[src/rtl/sal_pkg.sv]
// Shared types, constants and helpers for the serial line assembler.
// No dependencies; every other file imports this package.
package sal_pkg;

  localparam int BUF_DEPTH = 64;
  localparam int ADDR_W    = $clog2(BUF_DEPTH);
  localparam int LEN_W     = ADDR_W;
  localparam int MAXLEN_W  = 7;
  localparam int APB_AW    = 2;
  localparam int APB_DW    = 32;

  localparam logic [MAXLEN_W-1:0] MAX_LEN_MIN   = MAXLEN_W'(3);
  localparam logic [MAXLEN_W-1:0] MAX_LEN_TOP   = MAXLEN_W'(BUF_DEPTH);
  localparam logic [MAXLEN_W-1:0] MAX_LEN_RESET = MAXLEN_W'(BUF_DEPTH);
  localparam logic [LEN_W-1:0]    FILL_MAX      = LEN_W'(BUF_DEPTH - 1);

  localparam logic [APB_AW-1:0] REG_MAX_LEN = APB_AW'(0);

  localparam logic [7:0] CH_TAB   = 8'h09;
  localparam logic [7:0] CH_BS    = 8'h08;
  localparam logic [7:0] CH_LF    = 8'h0A;
  localparam logic [7:0] CH_CR    = 8'h0D;
  localparam logic [7:0] CH_SPACE = 8'h20;
  localparam logic [7:0] CH_DEL   = 8'h7F;

  typedef enum logic [1:0] {
    MODE_IDLE = 2'd0,
    MODE_READ = 2'd1,
    MODE_DONE = 2'd2,
    MODE_ERR  = 2'd3
  } mode_t;

  typedef enum logic {
    BK_IDLE,
    BK_REPLAY
  } bk_state_t;

  // One queued result job from the front end
  typedef struct packed {
    mode_t             status;
    logic              replay;
    logic [LEN_W-1:0]  len;
  } cmd_t;

  // Line store write port
  typedef struct packed {
    logic              en;
    logic [ADDR_W-1:0] addr;
    logic [7:0]        data;
  } store_wr_t;

  function automatic logic is_printable(input logic [7:0] b);
    return (b == CH_TAB) || ((b >= CH_SPACE) && (b != CH_DEL));
  endfunction

endpackage

[src/rtl/serial_line_assembler_unit.sv]
// Serial line assembler top level: stream ports, max_len register, front end,
// job queue and back end. Depends on sal_pkg, sal_front, sal_cmd_queue, sal_back.

// Takes one received byte per transfer and answers each byte with a status
// result; a byte that ends a non-empty line (CR or LF) is answered by the whole
// line, one character per result, with tlast on the final one. An ordinary byte
// goes into the front end's line state in the cycle it is accepted and its
// result is queued for the back end, so input keeps flowing while a result
// waits at the output, as long as the job queue has room. A completed line of N
// characters occupies the back end for N beats, paced by the single read port
// of the 64-entry line store; input is held off from the end-of-line byte
// until the last character has been read. max_len (byte address 0) sets the
// error length and is to be written only while the block is idle; the block
// itself does not enforce this.
module serial_line_assembler_unit (
  input  logic                          clk,
  input  logic                          rst_n,
  // input stream
  input  logic                          in_tvalid,
  output logic                          in_tready,
  input  logic [7:0]                    in_tdata,   // [7:0] rx_byte
  // result stream
  output logic                          out_tvalid,
  input  logic                          out_tready,
  output logic [15:0]                   out_tdata,  // [7:0] line_byte, [13:8] line_length, zero
  output logic [2:0]                    out_tuser,  // [1:0] status, [2] data_valid
  output logic                          out_tlast,
  // configuration
  input  logic                          cfg_psel,
  input  logic                          cfg_penable,
  input  logic                          cfg_pwrite,
  input  logic [sal_pkg::APB_AW-1:0]    cfg_paddr,
  input  logic [sal_pkg::APB_DW-1:0]    cfg_pwdata,
  output logic [sal_pkg::APB_DW-1:0]    cfg_prdata,
  output logic                          cfg_pready
);
  import sal_pkg::*;

  logic [MAXLEN_W-1:0] max_len_r;
  logic                cfg_wr;

  cmd_t                q_cmd, q_head;
  store_wr_t           store_wr;
  logic                q_push, q_pop, q_valid, q_full, replay_done;

  logic [1:0]          o_status;
  logic                o_dv;
  logic [7:0]          o_byte;
  logic [LEN_W-1:0]    o_len;

  assign cfg_pready = 1'b1;
  assign cfg_wr     = cfg_psel && cfg_penable && cfg_pwrite && cfg_pready &&
                      (cfg_paddr == REG_MAX_LEN);
  assign cfg_prdata = (cfg_paddr == REG_MAX_LEN) ?
                      {{(APB_DW-MAXLEN_W){1'b0}}, max_len_r} : '0;

  always_ff @(posedge clk) begin
    if (!rst_n) begin
      max_len_r <= MAX_LEN_RESET;
    end else if (cfg_wr) begin
      max_len_r <= cfg_pwdata[MAXLEN_W-1:0];
    end
  end

  sal_front u_front (
    .clk         (clk),
    .rst_n       (rst_n),
    .in_tvalid   (in_tvalid),
    .in_tready   (in_tready),
    .rx_byte     (in_tdata),
    .max_len     (max_len_r),
    .q_full      (q_full),
    .replay_done (replay_done),
    .q_push      (q_push),
    .q_cmd       (q_cmd),
    .store_wr    (store_wr)
  );

  sal_cmd_queue u_queue (
    .clk      (clk),
    .rst_n    (rst_n),
    .push     (q_push),
    .push_cmd (q_cmd),
    .pop      (q_pop),
    .q_valid  (q_valid),
    .q_full   (q_full),
    .q_head   (q_head)
  );

  sal_back u_back (
    .clk             (clk),
    .rst_n           (rst_n),
    .q_valid         (q_valid),
    .q_head          (q_head),
    .q_pop           (q_pop),
    .store_wr        (store_wr),
    .replay_done     (replay_done),
    .out_tvalid      (out_tvalid),
    .out_tready      (out_tready),
    .out_status      (o_status),
    .out_data_valid  (o_dv),
    .out_line_byte   (o_byte),
    .out_last        (out_tlast),
    .out_line_length (o_len)
  );

  assign out_tdata = {{(16-8-LEN_W){1'b0}}, o_len, o_byte};
  assign out_tuser = {o_dv, o_status};

endmodule

[src/rtl/sal_front.sv]
// Front end: accepts received bytes, runs the line state and fill count,
// writes the line store and queues one result job per byte. Uses sal_pkg.
module sal_front (
  input  logic                           clk,
  input  logic                           rst_n,
  input  logic                           in_tvalid,
  output logic                           in_tready,
  input  logic [7:0]                     rx_byte,
  input  logic [sal_pkg::MAXLEN_W-1:0]   max_len,
  input  logic                           q_full,
  input  logic                           replay_done,
  output logic                           q_push,
  output sal_pkg::cmd_t                  q_cmd,
  output sal_pkg::store_wr_t             store_wr
);
  import sal_pkg::*;

  mode_t               mode_r, mode_nxt, mode_base;
  logic [LEN_W-1:0]    fill_r, fill_nxt, fill_base, fill_inc, fill_dec;
  logic                busy_r, busy_nxt;
  logic [MAXLEN_W-1:0] eff_max, err_thr;
  logic                accept;

  assign in_tready = !q_full && !busy_r;
  assign accept    = in_tvalid && in_tready;

  always_comb begin
    eff_max = max_len;
    if (max_len < MAX_LEN_MIN) begin
      eff_max = MAX_LEN_MIN;
    end else if (max_len > MAX_LEN_TOP) begin
      eff_max = MAX_LEN_TOP;
    end
    err_thr = eff_max - MAXLEN_W'(1);
  end

  assign fill_inc = (fill_base < FILL_MAX) ? fill_base + LEN_W'(1) : fill_base;
  assign fill_dec = (fill_base != '0) ? fill_base - LEN_W'(1) : '0;

  always_comb begin
    // a finished or failed line is dropped before the new byte is handled
    mode_base = mode_r;
    fill_base = fill_r;
    if (mode_r == MODE_DONE || mode_r == MODE_ERR) begin
      mode_base = MODE_IDLE;
      fill_base = '0;
    end

    mode_nxt      = mode_base;
    fill_nxt      = fill_base;
    store_wr.en   = 1'b0;
    store_wr.addr = fill_base;
    store_wr.data = rx_byte;

    case (mode_base)
      MODE_IDLE: begin
        if (is_printable(rx_byte)) begin
          store_wr.en   = accept;
          store_wr.addr = '0;
          fill_nxt      = LEN_W'(1);
          mode_nxt      = MODE_READ;
        end else begin
          fill_nxt = '0;
        end
      end
      default: begin
        if (is_printable(rx_byte)) begin
          store_wr.en = accept;
          fill_nxt    = fill_inc;
          if ({1'b0, fill_inc} >= err_thr) begin
            mode_nxt = MODE_ERR;
          end
        end else if (rx_byte inside {CH_CR, CH_LF}) begin
          mode_nxt = (fill_base != '0) ? MODE_DONE : MODE_ERR;
        end else if (rx_byte inside {CH_BS, CH_DEL}) begin
          fill_nxt = fill_dec;
          if (fill_dec == '0) begin
            mode_nxt = MODE_IDLE;
          end
        end else begin
          mode_nxt = MODE_IDLE;
          fill_nxt = '0;
        end
      end
    endcase
  end

  assign q_push        = accept;
  assign q_cmd.status  = mode_nxt;
  assign q_cmd.replay  = (mode_nxt == MODE_DONE);
  assign q_cmd.len     = fill_nxt;

  // hold input off from a completed line until its last character has left the store
  always_comb begin
    busy_nxt = busy_r;
    if (replay_done) begin
      busy_nxt = 1'b0;
    end
    if (accept && mode_nxt == MODE_DONE) begin
      busy_nxt = 1'b1;
    end
  end

  always_ff @(posedge clk) begin
    if (!rst_n) begin
      mode_r <= MODE_IDLE;
      fill_r <= '0;
      busy_r <= 1'b0;
    end else begin
      busy_r <= busy_nxt;
      if (accept) begin
        mode_r <= mode_nxt;
        fill_r <= fill_nxt;
      end
    end
  end

endmodule

[src/rtl/sal_cmd_queue.sv]
// Two-entry queue of result jobs between front end and back end.
// Uses sal_pkg for the job type.
module sal_cmd_queue (
  input  logic          clk,
  input  logic          rst_n,
  input  logic          push,
  input  sal_pkg::cmd_t push_cmd,
  input  logic          pop,
  output logic          q_valid,
  output logic          q_full,
  output sal_pkg::cmd_t q_head
);
  import sal_pkg::*;

  cmd_t       slot_r [2];
  logic       wr_ptr_r, rd_ptr_r;
  logic [1:0] count_r, count_nxt;

  assign q_valid = (count_r != 2'd0);
  assign q_full  = (count_r == 2'd2);
  assign q_head  = slot_r[rd_ptr_r];

  always_comb begin
    count_nxt = count_r;
    if (push && !pop) begin
      count_nxt = count_r + 2'd1;
    end else if (pop && !push) begin
      count_nxt = count_r - 2'd1;
    end
  end

  always_ff @(posedge clk) begin
    if (!rst_n) begin
      wr_ptr_r <= 1'b0;
      rd_ptr_r <= 1'b0;
      count_r  <= 2'd0;
    end else begin
      count_r <= count_nxt;
      if (push) begin
        wr_ptr_r <= !wr_ptr_r;
      end
      if (pop) begin
        rd_ptr_r <= !rd_ptr_r;
      end
    end
  end

  always_ff @(posedge clk) begin
    if (push) begin
      slot_r[wr_ptr_r] <= push_cmd;
    end
  end

endmodule

[src/rtl/sal_back.sv]
// Back end: holds the line store, pops result jobs and drives the output
// register, replaying stored characters one per beat. Uses sal_pkg.
module sal_back (
  input  logic                clk,
  input  logic                rst_n,
  input  logic                q_valid,
  input  sal_pkg::cmd_t       q_head,
  output logic                q_pop,
  input  sal_pkg::store_wr_t  store_wr,
  output logic                replay_done,
  output logic                out_tvalid,
  input  logic                out_tready,
  output logic [1:0]          out_status,
  output logic                out_data_valid,
  output logic [7:0]          out_line_byte,
  output logic                out_last,
  output logic [sal_pkg::LEN_W-1:0] out_line_length
);
  import sal_pkg::*;

  logic [7:0]         line_mem [BUF_DEPTH];
  logic [7:0]         rd_data_r;

  bk_state_t          state_r, state_nxt;
  logic [ADDR_W-1:0]  idx_r, idx_nxt;
  logic [LEN_W-1:0]   len_r, len_nxt;

  logic               ov_r;
  mode_t              ostat_r;
  logic               odv_r, olast_r;
  logic [7:0]         obyte_r;
  logic [LEN_W-1:0]   olen_r;

  logic               out_free, load_direct, load_beat, last_beat;

  assign out_free = !ov_r || out_tready;

  // output decisions
  always_comb begin
    q_pop       = (state_r == BK_IDLE) && q_valid && out_free;
    load_direct = q_pop && !q_head.replay;
    load_beat   = (state_r == BK_REPLAY) && out_free;
    last_beat   = load_beat && (idx_r == ADDR_W'(len_r - LEN_W'(1)));
    replay_done = last_beat;
  end

  // next state
  always_comb begin
    state_nxt = state_r;
    idx_nxt   = idx_r;
    len_nxt   = len_r;
    case (state_r)
      BK_IDLE: begin
        if (q_pop && q_head.replay) begin
          state_nxt = BK_REPLAY;
          idx_nxt   = '0;
          len_nxt   = q_head.len;
        end
      end
      BK_REPLAY: begin
        if (last_beat) begin
          state_nxt = BK_IDLE;
        end else if (load_beat) begin
          idx_nxt = idx_r + ADDR_W'(1);
        end
      end
      default: state_nxt = BK_IDLE;
    endcase
  end

  always_ff @(posedge clk) begin
    if (!rst_n) begin
      state_r <= BK_IDLE;
    end else begin
      state_r <= state_nxt;
    end
  end

  always_ff @(posedge clk) begin
    idx_r <= idx_nxt;
    len_r <= len_nxt;
  end

  // line store; read address runs one step ahead so data is ready on each beat
  always_ff @(posedge clk) begin
    if (store_wr.en) begin
      line_mem[store_wr.addr] <= store_wr.data;
    end
    rd_data_r <= line_mem[idx_nxt];
  end

  always_ff @(posedge clk) begin
    if (!rst_n) begin
      ov_r <= 1'b0;
    end else if (load_direct || load_beat) begin
      ov_r <= 1'b1;
    end else if (out_tready) begin
      ov_r <= 1'b0;
    end
  end

  always_ff @(posedge clk) begin
    if (load_direct) begin
      ostat_r <= q_head.status;
      odv_r   <= 1'b0;
      obyte_r <= '0;
      olast_r <= 1'b1;
      olen_r  <= q_head.len;
    end else if (load_beat) begin
      ostat_r <= MODE_DONE;
      odv_r   <= 1'b1;
      obyte_r <= rd_data_r;
      olast_r <= last_beat;
      olen_r  <= len_r;
    end
  end

  assign out_tvalid      = ov_r;
  assign out_status      = ostat_r;
  assign out_data_valid  = odv_r;
  assign out_line_byte   = obyte_r;
  assign out_last        = olast_r;
  assign out_line_length = olen_r;

endmodule

[config.mk]
export PLATFORM = sky130hd
export DESIGN_NAME = serial_line_assembler_unit
export DESIGN_NICKNAME = d
export VERILOG_FILES = /design/src/rtl/sal_pkg.sv /design/src/rtl/serial_line_assembler_unit.sv /design/src/rtl/sal_front.sv /design/src/rtl/sal_cmd_queue.sv /design/src/rtl/sal_back.sv
export SDC_FILE = /design/constraint.sdc
export NUM_CORES = 1
export LEC_CHECK = 0
export ABC_AREA = 1
export BUFFER_PORTS_ARGS = -buffer_cell sky130_fd_sc_hd__buf_2
export CORE_MARGIN = 2
export CORE_UTILIZATION = 50
export CTS_BUF_LIST = sky130_fd_sc_hd__clkbuf_2
export DETAILED_ROUTE_END_ITERATION = 8
export GPL_ROUTABILITY_DRIVEN = 0
export GPL_TIMING_DRIVEN = 0
export PLACE_DENSITY = 0.69
export REMOVE_ABC_BUFFERS = 1
export SYNTH_ARGS = -nofsm -noshare
export SYNTH_HDL_FRONTEND = slang
export SYNTH_HIERARCHICAL = 1
export SYNTH_SLANG_ARGS = --single-unit
[constraint.sdc]
create_clock -name clk -period 3.05 [get_ports clk]
set_input_delay 0.4575 -clock clk [delete_from_list [all_inputs] [get_ports clk]]
set_output_delay 0.4575 -clock clk [all_outputs]
set_load 0.02 [all_outputs]
==> results of run 1 <==
==> worst reg2reg max path, cell delays in order (launching register included) <==
cell     delay, ns
dfxtp_1       0.37
inv_1         0.05
nor2_1        0.37
inv_1         0.18
nor2_1        0.48
nand3_1       0.51
nor2_1        0.83
==> logic make-up (layout without fill, tap and decap cells) <==
logic type	after synthesis	in the layout
AO/OA/AOI/OAI	80	81
XOR/XNOR	6	6
adder cells (fa/ha/maj)	13	13
buffers and inverters	371	721
flip-flops	591	591
multiplexers	9	9
other	2	31
AND/OR/NAND/NOR	1554	1572
==> per-layer routing <==
layer | track usage | wire (um) | vias up
met3 | 0.0745 | 10300 | 299
met5 | 0 | 0 | -
li1 | - | - | 9401
met1 | 0.354 | 29200 | 10100
met4 | 0.143 | 4390 | 0
met2 | 0.450 | 38400 | 1484
==> path summary, 6_finish.rpt <==
check | endpoint | cells past startpoint | startpoint
setup / recovery | u_back/line_mem[63][0]$_DFFE_PP_ | 6 | u_front/fill_r[5]$_SDFFE_PN0P_
hold / removal | u_front/fill_r[0]$_SDFFE_PN0P_ | 5 | in_tvalid
setup reg to reg | u_back/line_mem[63][0]$_DFFE_PP_ | 6 | u_front/fill_r[5]$_SDFFE_PN0P_
hold reg to reg | u_back/out_line_byte[7]$_SDFFE_PP0P_ | 2 | u_back/rd_data_r[7]$_DFF_P_
==> cells in the final DEF (no fill, tap or decap), types with 6 or more instances in the layout <==
master / netlist / layout
nand2_1: 982 / 963
edfxtp_1: 544 / 544
nand3_1: 392 / 349
clkbuf_2: 0 / 212
inv_1: 206 / 199
nor2_1: 117 / 75
buf_4: 57 / 72
dlygate4sd3_1: 0 / 61
nand3_2: 6 / 47
dfxtp_1: 47 / 43
buf_2: 67 / 42
nor2_2: 6 / 36
conb_1: 2 / 28
clkinv_1: 0 / 28
o21ai_0: 26 / 26
buf_16: 0 / 23
buf_12: 0 / 23
nand2_2: 11 / 21
a21oi_1: 23 / 21
nand2_4: 6 / 17
inv_2: 9 / 14
nand2_8: 0 / 14
nor2_4: 2 / 14
clkbuf_16: 0 / 12
nand4_1: 12 / 12
ha_1: 13 / 11
mux2_4: 9 / 9
clkinvlp_4: 0 / 8
o21ai_2: 11 / 8
clkinv_2: 0 / 7
nor4_2: 0 / 7
bufinv_16: 0 / 6
buf_6: 3 / 6
==> stage by stage <==
step,setup TNS (ns),util,cell area [um^2]
floorplan,-15.90,-,25600
global placement,-998.89,0.510,26700
detailed placement,-1067.35,0.518,27200
CTS,-0.588,0.586,30700
global route,-6.97,0.606,31800
finish,-0.405,0.606,31800
==> flip-flops by register name (all words and copies together) (netlist names), 2 cells and up, named ones only <==
name / count
u_back/idx_r: 6
u_queue/slot_r: 18
u_queue/count_r: 2
u_back/out_status: 2
u_back/len_r: 6
u_front/fill_r: 6
u_back/out_line_byte: 8
u_back/line_mem: 512
max_len_r: 7
u_back/rd_data_r: 8
u_back/out_line_length: 6
u_front/mode_r: 2
==> what timing repair did <==
action / CTS / global route
hold endpoints to repair: 546 / 0
buffers inserted: 59 / 22
cloned: 24 / 19
hold buffers: 70 / 0
endpoints found under the setup margin: 494 / 457
pin swaps: 20 / 29
resized for setup: 71 / 124
==> final cells by class <==
class / count / area [um^2]
timing repair inverter: 1 / 7.51
timing repair buffer: 243 / 2880
sequential: 591 / 17300
clock buffer: 212 / 1060
antenna: 3 / 7.51
clock inverter: 47 / 359
fill: 4052 / 20600
multi-input combinational: 1709 / 8490
inverter: 218 / 843
tap: 688 / 861
==> Yosys cell counts (3+ instances only) <==
| cell | instances |
|---|---|
| a21oi_1 | 23 |
| buf_2 | 67 |
| buf_4 | 57 |
| buf_6 | 3 |
| clkbuf_1 | 25 |
| dfxtp_1 | 47 |
| edfxtp_1 | 544 |
| ha_1 | 13 |
| inv_1 | 206 |
| inv_2 | 9 |
| inv_4 | 3 |
| mux2_4 | 9 |
| nand2_1 | 982 |
| nand2_2 | 11 |
| nand2_4 | 6 |
| nand3_1 | 392 |
| nand3_2 | 6 |
| nand3b_1 | 3 |
| nand4_1 | 12 |
| nor2_1 | 117 |
| nor2_2 | 6 |
| nor3_1 | 3 |
| nor4_1 | 8 |
| o211ai_1 | 3 |
| o21a_1 | 3 |
| o21ai_0 | 26 |
| o21ai_1 | 3 |
| o21ai_2 | 11 |
| xor2_1 | 5 |
==> power by group through the flow <==
stage / Sequential (mW) / Clock (mW) / Combinational [mW]
floorplan: 9.75 / 0 / 6.63
global placement: 9.67 / 0 / 8.11
detailed placement: 9.70 / 0 / 10.1
CTS: 9.52 / 5.69 / 12.4
global route: 9.56 / 6.14 / 15.5
finish: 9.54 / 5.63 / 14.8
==> results.json, run 1 <==
{
  "outcome": "complete, but fails checks",
  "violations": "setup timing",
  "vdd_drop_max_mv": 0.537,
  "synth_cell_types": 47,
  "final_antenna_net_count": 0,
  "placed_cells": 3257,
  "crit_path_top_delay_cell": "nor2_1",
  "rsz0062_at_grt": "yes",
  "synth_xor_area_frac": 0.00199,
  "die_x_um": 234,
  "synthesis.area_mm2": 0.0264,
  "synth_top_family_by_area": "simple AND/OR/NAND/NOR gates",
  "dr.pass1.iters": 6,
  "drive_above_1_share": 0.209,
  "p_int_mw": 16.7,
  "wl_per_cell_um": 22.2,
  "start_kind": "register",
  "synth.top_cell.area_share": 0.618,
  "power_mw": 29.9,
  "cts.sinks": 591,
  "die_h_um": 234,
  "clk_latency_ns": 1.37,
  "ys_ff_latch": 591,
  "core-area_mm2": 0.0524,
  "worst_slew_pin_slew_ns": 0.942,
  "nNetsFinal": 2977,
  "setup_viol": 8,
  "grt_overflow": 0,
  "muxShareOfSynthArea": 0.00511,
  "ys_warn_count": 6,
  "combPwrFrac": 0.493,
  "io_pins": 104,
  "grt_pass1_vias": 19700,
  "fmax_mhz": 322,
  "cts-root-buf": "clkbuf_2",
  "stdcell_count": 3712,
  "cts-htree-levels": 4,
  "vias_per_cell": 5.73,
  "pwr-share-seq": 0.319,
  "crit_path_cell_trace": "inv_1, nor2_1, inv_1, nor2_1, nand3_1, nor2_1",
  "slew_headroom": 0.372,
  "path_max_fanout": 8,
  "maxCapViolCount": 0,
  "drc": 0,
  "yosysSeqAreaShare": 0.654,
  "clockBufferDepth": 3,
  "grt_pass1_wl_mm": 113,
  "min-delay-path-class": "in2reg",
  "grt_max_degree": 65,
  "period_share": 1.02,
  "critPathMaxStageDelay_ns": 0.83,
  "r2r_slack_ns": -0.06,
  "row_count": 84,
  "clock_power_share": 0.188,
  "cts.reportedPaths.clkPinSlew_ns": 0.11,
  "synth_compound_area_frac": 0.0185,
  "io_buffers": 50,
  "yosys-top-cells-area": "edfxtp_1 62%, nand2_1 14%, nand3_1 7.4%",
  "pre_cts_ws_ns": -2.37,
  "synth_edf_count": 544,
  "area_growth_pct": 20.3,
  "drv_slew": 0,
  "die-area_mm2": 0.0547,
  "cp_num_buf_inv": 2,
  "setup_slack_ns": -0.0557,
  "synth.avg_cell_area_um2": 10.1,
  "critPathCaptureType": "register",
  "critical_path.top_delay_family": "simple AND/OR/NAND/NOR gates",
  "synthCells": 2626,
  "powerDensity_mw_per_mm2": 942,
  "wl_mm": 82.2,
  "cts_tree": "built",
  "critPathKind": "reg2reg",
  "cp.arrival_ns": 4.10,
  "first_iter_violations": 3036,
  "switching_power_mw": 13.2,
  "sw_frac_of_total": 0.442,
  "grt_usage": 0.281,
  "fin_skew_ns": 0.0858,
  "initial_core_util": 0.504,
  "postSynth.asyncResetShare": 0,
  "cp_data_required_time_ns": 4.05,
  "cts_buffers": 151,
  "fin_crit_ns": 3.11,
  "critPathMostFrequentCell": "nor2_1",
  "dp_hpwl_mm": 36.5,
  "finalHoldViolCount": 0,
  "synth_flop_cell": "edfxtp_1",
  "synth_adder_area_share": 0.00616,
  "yosys.area_share.simple": 0.249,
  "antenna_found_initial": 4,
  "synth.largest_area_cell": "edfxtp_1",
  "worst_hold_slack_ns": 0.120,
  "p_leak_nw": 13.2,
  "route.vias.total": 21300
}
Power figures use the tool's default switching activity.
==> run 2: changes to the inputs <==
ABC_AREA = not set   (was 1)
CELL_PAD_IN_SITES_DETAIL_PLACEMENT = 0   (was not set)
CELL_PAD_IN_SITES_GLOBAL_PLACEMENT = 1   (was not set)
CORE_UTILIZATION = 48   (was 50)
PLACE_DENSITY = not set   (was 0.69)
PLACE_DENSITY_LB_ADDON = 0.1   (was not set)
SKIP_CTS_REPAIR_TIMING = 1   (was not set)
==> run 2 against run 1 <==
The run ends with hold timing, setup timing left. Critical endpoint is now u_back/rd_data_r[7]$_DFF_P_. Synthesized area down 6.0%. Design area down 5.5%. Final cell count down 22%. Via count down 21%. Clock skew down 0.0061 ns. Register-to-register slack worse by 0.65 ns. Critical path depth up 11. Fmax down 17%.
==> results.json, run 2 <==
{
  "drc": 0,
  "ys_warn_count": 6,
  "grt_pass1_vias": 15100,
  "worstReg2RegStart": "u_back/len_r[0]$_DFFE_PP_",
  "yosys-top-cells-area": "edfxtp_1 66%, nand2_1 5.3%, dfxtp_1 3.8%",
  "die-area_mm2": 0.0536,
  "slew_headroom": 0.121,
  "outcome": "complete, but fails checks",
  "clockBufferDepth": 3,
  "utilization": 0.587,
  "p_leak_nw": 10.3,
  "die_h_um": 232,
  "cp_num_buf_inv": 5,
  "vias_per_cell": 5.81,
  "row_count": 83,
  "initial_core_util": 0.485,
  "synthCells": 1849,
  "drive_above_1_share": 0.305,
  "crit_path_cell_trace": "inv_2, ha_4, nand2b_4, o211a_4, o31a_1, o21ai_4, mux2i_4, buf_12, buf_16, clkinv_16, clkbuf_16, mux2i_1, a32oi_1, a31oi_4, a31oi_1, o22ai_2, nor2_1",
  "synth_common_cells": "544 x edfxtp_1, 353 x nand2_1, 180 x nand3_1",
  "vdd_drop_max_mv": 0.392,
  "crit_cells": 17,
  "min_path_cells": 1,
  "min-delay-path-class": "in2reg",
  "critPathKind": "reg2reg",
  "r2r_slack_ns": -0.71,
  "postSynth.asyncResetShare": 0,
  "r2r_cells": 17,
  "maxCapViolCount": 0,
  "die_x_um": 232,
  "worstHoldStart": "in_tdata[7]",
  "setup_slack_ns": -0.710,
  "route.vias.total": 16800,
  "cts.reportedPaths.clkPinSlew_ns": 0.11,
  "synth_cell_types": 91,
  "synth.most_common_cell": "edfxtp_1",
  "r2r-end": "u_back/rd_data_r[7]$_DFF_P_",
  "grt_overflow": 0,
  "dr.pass1.iters": 6,
  "crit_path_top_delay_cell": "edfxtp_1",
  "area_growth_pct": 21.0,
  "fin_skew_ns": 0.0797,
  "wl_per_cell_um": 25.2,
  "path_max_fanout": 22,
  "dp_hpwl_mm": 36.5,
  "top_register": "u_back/line_mem",
  "setup_viol": 94,
  "nNetsFinal": 2161,
  "cts.sinks": 591,
  "cts-htree-levels": 4,
  "worst_hold_slack_ns": -0.0163,
  "synth_flop_cell": "edfxtp_1",
  "grt_max_degree": 178,
  "ys_ff_latch": 591,
  "clk_latency_ns": 1.36,
  "synth.largest_area_cell": "edfxtp_1",
  "final_cell_mix": "544 x edfxtp_1, 350 x nand2_1, 241 x clkbuf_2, 163 x nand3_1, 60 x nor2_4",
  "cp.arrival_ns": 5.06,
  "grt_pass1_wl_mm": 93.8,
  "cts_buffers": 155,
  "synth_edf_count": 544,
  "violations": "hold timing, setup timing",
  "top_regs": "u_back/line_mem (512), u_queue/slot_r (18)",
  "critical_path.top_delay_family": "compound AO/OA/AOI/OAI gates",
  "critPathCaptureType": "register",
  "cts_tree": "built",
  "synthesis.area_mm2": 0.0248,
  "cts-root-buf": "clkbuf_2",
  "period_share": 1.23,
  "io_buffers": 50,
  "largest_reg_flops": 512,
  "synth.top_cell.area_share": 0.657,
  "finalHoldViolCount": 3,
  "start_kind": "register",
  "pre_cts_ws_ns": -2.37,
  "io_pins": 104,
  "grt_usage": 0.238,
  "core-area_mm2": 0.0512,
  "first_iter_violations": 1748,
  "fin_crit_ns": 3.76,
  "fmax_mhz": 266,
  "critPathMaxStageDelay_ns": 0.43,
  "worst_slew_pin_slew_ns": 1.32,
  "rsz0062_at_grt": "yes",
  "final_antenna_net_count": 0,
  "fillers": 4152,
  "synth.avg_cell_area_um2": 13.4,
  "antenna_found_initial": 4,
  "cp_data_required_time_ns": 4.35,
  "powerDensity_mw_per_mm2": 819,
  "mostFrequentLayoutCell": "edfxtp_1",
  "drv_slew": 0,
  "hold_end": "u_back/line_mem[33][7]$_DFFE_PP_",
  "yosysSeqAreaShare": 0.695,
  "wl_mm": 73.0
}
## run 2: cell types whose count changed after synthesis, sizes merged, moves of 20 or more
cell	previous run	this run
a21oi	25	53
and2	0	20
nand2	999	354
a32oi	0	22
a31oi	2	39
nand3	399	180
o21ai	40	16
mux2i	0	51
mux4	0	30
inv	218	19
buf	128	99
## run 2: worst reg2reg max path, cell delays in order, from the launching register on
cell and delay, ns:
edfxtp_1 0.43, inv_2 0.10, ha_4 0.15, nand2b_4 0.06, o211a_4 0.26, o31a_1 0.30, o21ai_4 0.27, mux2i_4 0.34
buf_12 0.16, buf_16 0.15, clkinv_16 0.10, clkbuf_16 0.23, mux2i_1 0.15, a32oi_1 0.26, a31oi_4 0.16, a31oi_1 0.34
o22ai_2 0.14, nor2_1 0.10
## run 2: per-stage QoR
stage	setup TNS, ns	power (mW)	cells	cell area, um^2	hold slack, ns
4_1_cts	-332.50	22.0	2753	27000	-0.772
6_report	-11.21	24.6	2896	30100	-0.0163
2_1_floorplan	-117.77	12.8	1740	24100	0.417
3_5_place_dp	-1080.09	16.4	2485	25600	0.449
3_3_place_gp	-1204.63	13.9	2470	25200	0.446
5_1_grt	-10.35	25.8	2896	30100	-0.0625
## run 2: cells by family (layout without fill, tap and decap cells)
family / Yosys count / after routing / share of synthesized area
other cells: 2 / 34 / 0.000302
buf+inv: 156 / 489 / 0.0360
mux: 98 / 100 / 0.0554
fa+ha+maj: 13 / 13 / 0.00655
flops: 591 / 591 / 0.695
simple gates: 749 / 749 / 0.135
xor+xnor: 16 / 16 / 0.00564
compound gates: 224 / 224 / 0.0655
## run 2: where the power goes
part	internal (mW)	switching (mW)
Sequential	9.19	0.201
Combinational	3.85	5.75
Clock	2.40	3.22
## run 2: worst max path at each step
stage | startpoint | endpoint
floorplan | u_back/len_r[0]$_DFFE_PP_ | u_back/rd_data_r[0]$_DFF_P_
global placement | u_back/len_r[0]$_DFFE_PP_ | u_back/rd_data_r[1]$_DFF_P_
detailed placement | in_tdata[0] | u_back/line_mem[41][4]$_DFFE_PP_
CTS | u_back/len_r[0]$_DFFE_PP_ | u_back/rd_data_r[2]$_DFF_P_
global route | u_back/len_r[1]$_DFFE_PP_ | u_back/rd_data_r[7]$_DFF_P_
finish | u_back/len_r[0]$_DFFE_PP_ | u_back/rd_data_r[7]$_DFF_P_
## run 2: final cells by class
cell class / instances / area, um^2 / area share
clock buffer: 241 / 1210 / 0.0401
tap: 680 / 851 / 0.0283
clock inverter: 27 / 219 / 0.00728
antenna: 6 / 15.0 / 0.000500
inverter: 21 / 161 / 0.00537
timing repair inverter: 5 / 52.6 / 0.00175
timing repair buffer: 195 / 2230 / 0.0741
multi-input combinational: 1130 / 8040 / 0.268
sequential: 591 / 17300 / 0.575
## run 2: metal layers
| layer | up-vias | part of all wire | GRT usage |
|---|---|---|---|
| met5 | - | 0 | 0 |
| met4 | 0 | 0.036 | 0.0950 |
| met3 | 144 | 0.092 | 0.0513 |
| met2 | 808 | 0.45 | 0.359 |
| met1 | 8402 | 0.42 | 0.339 |
| li1 | 7460 | - | - |
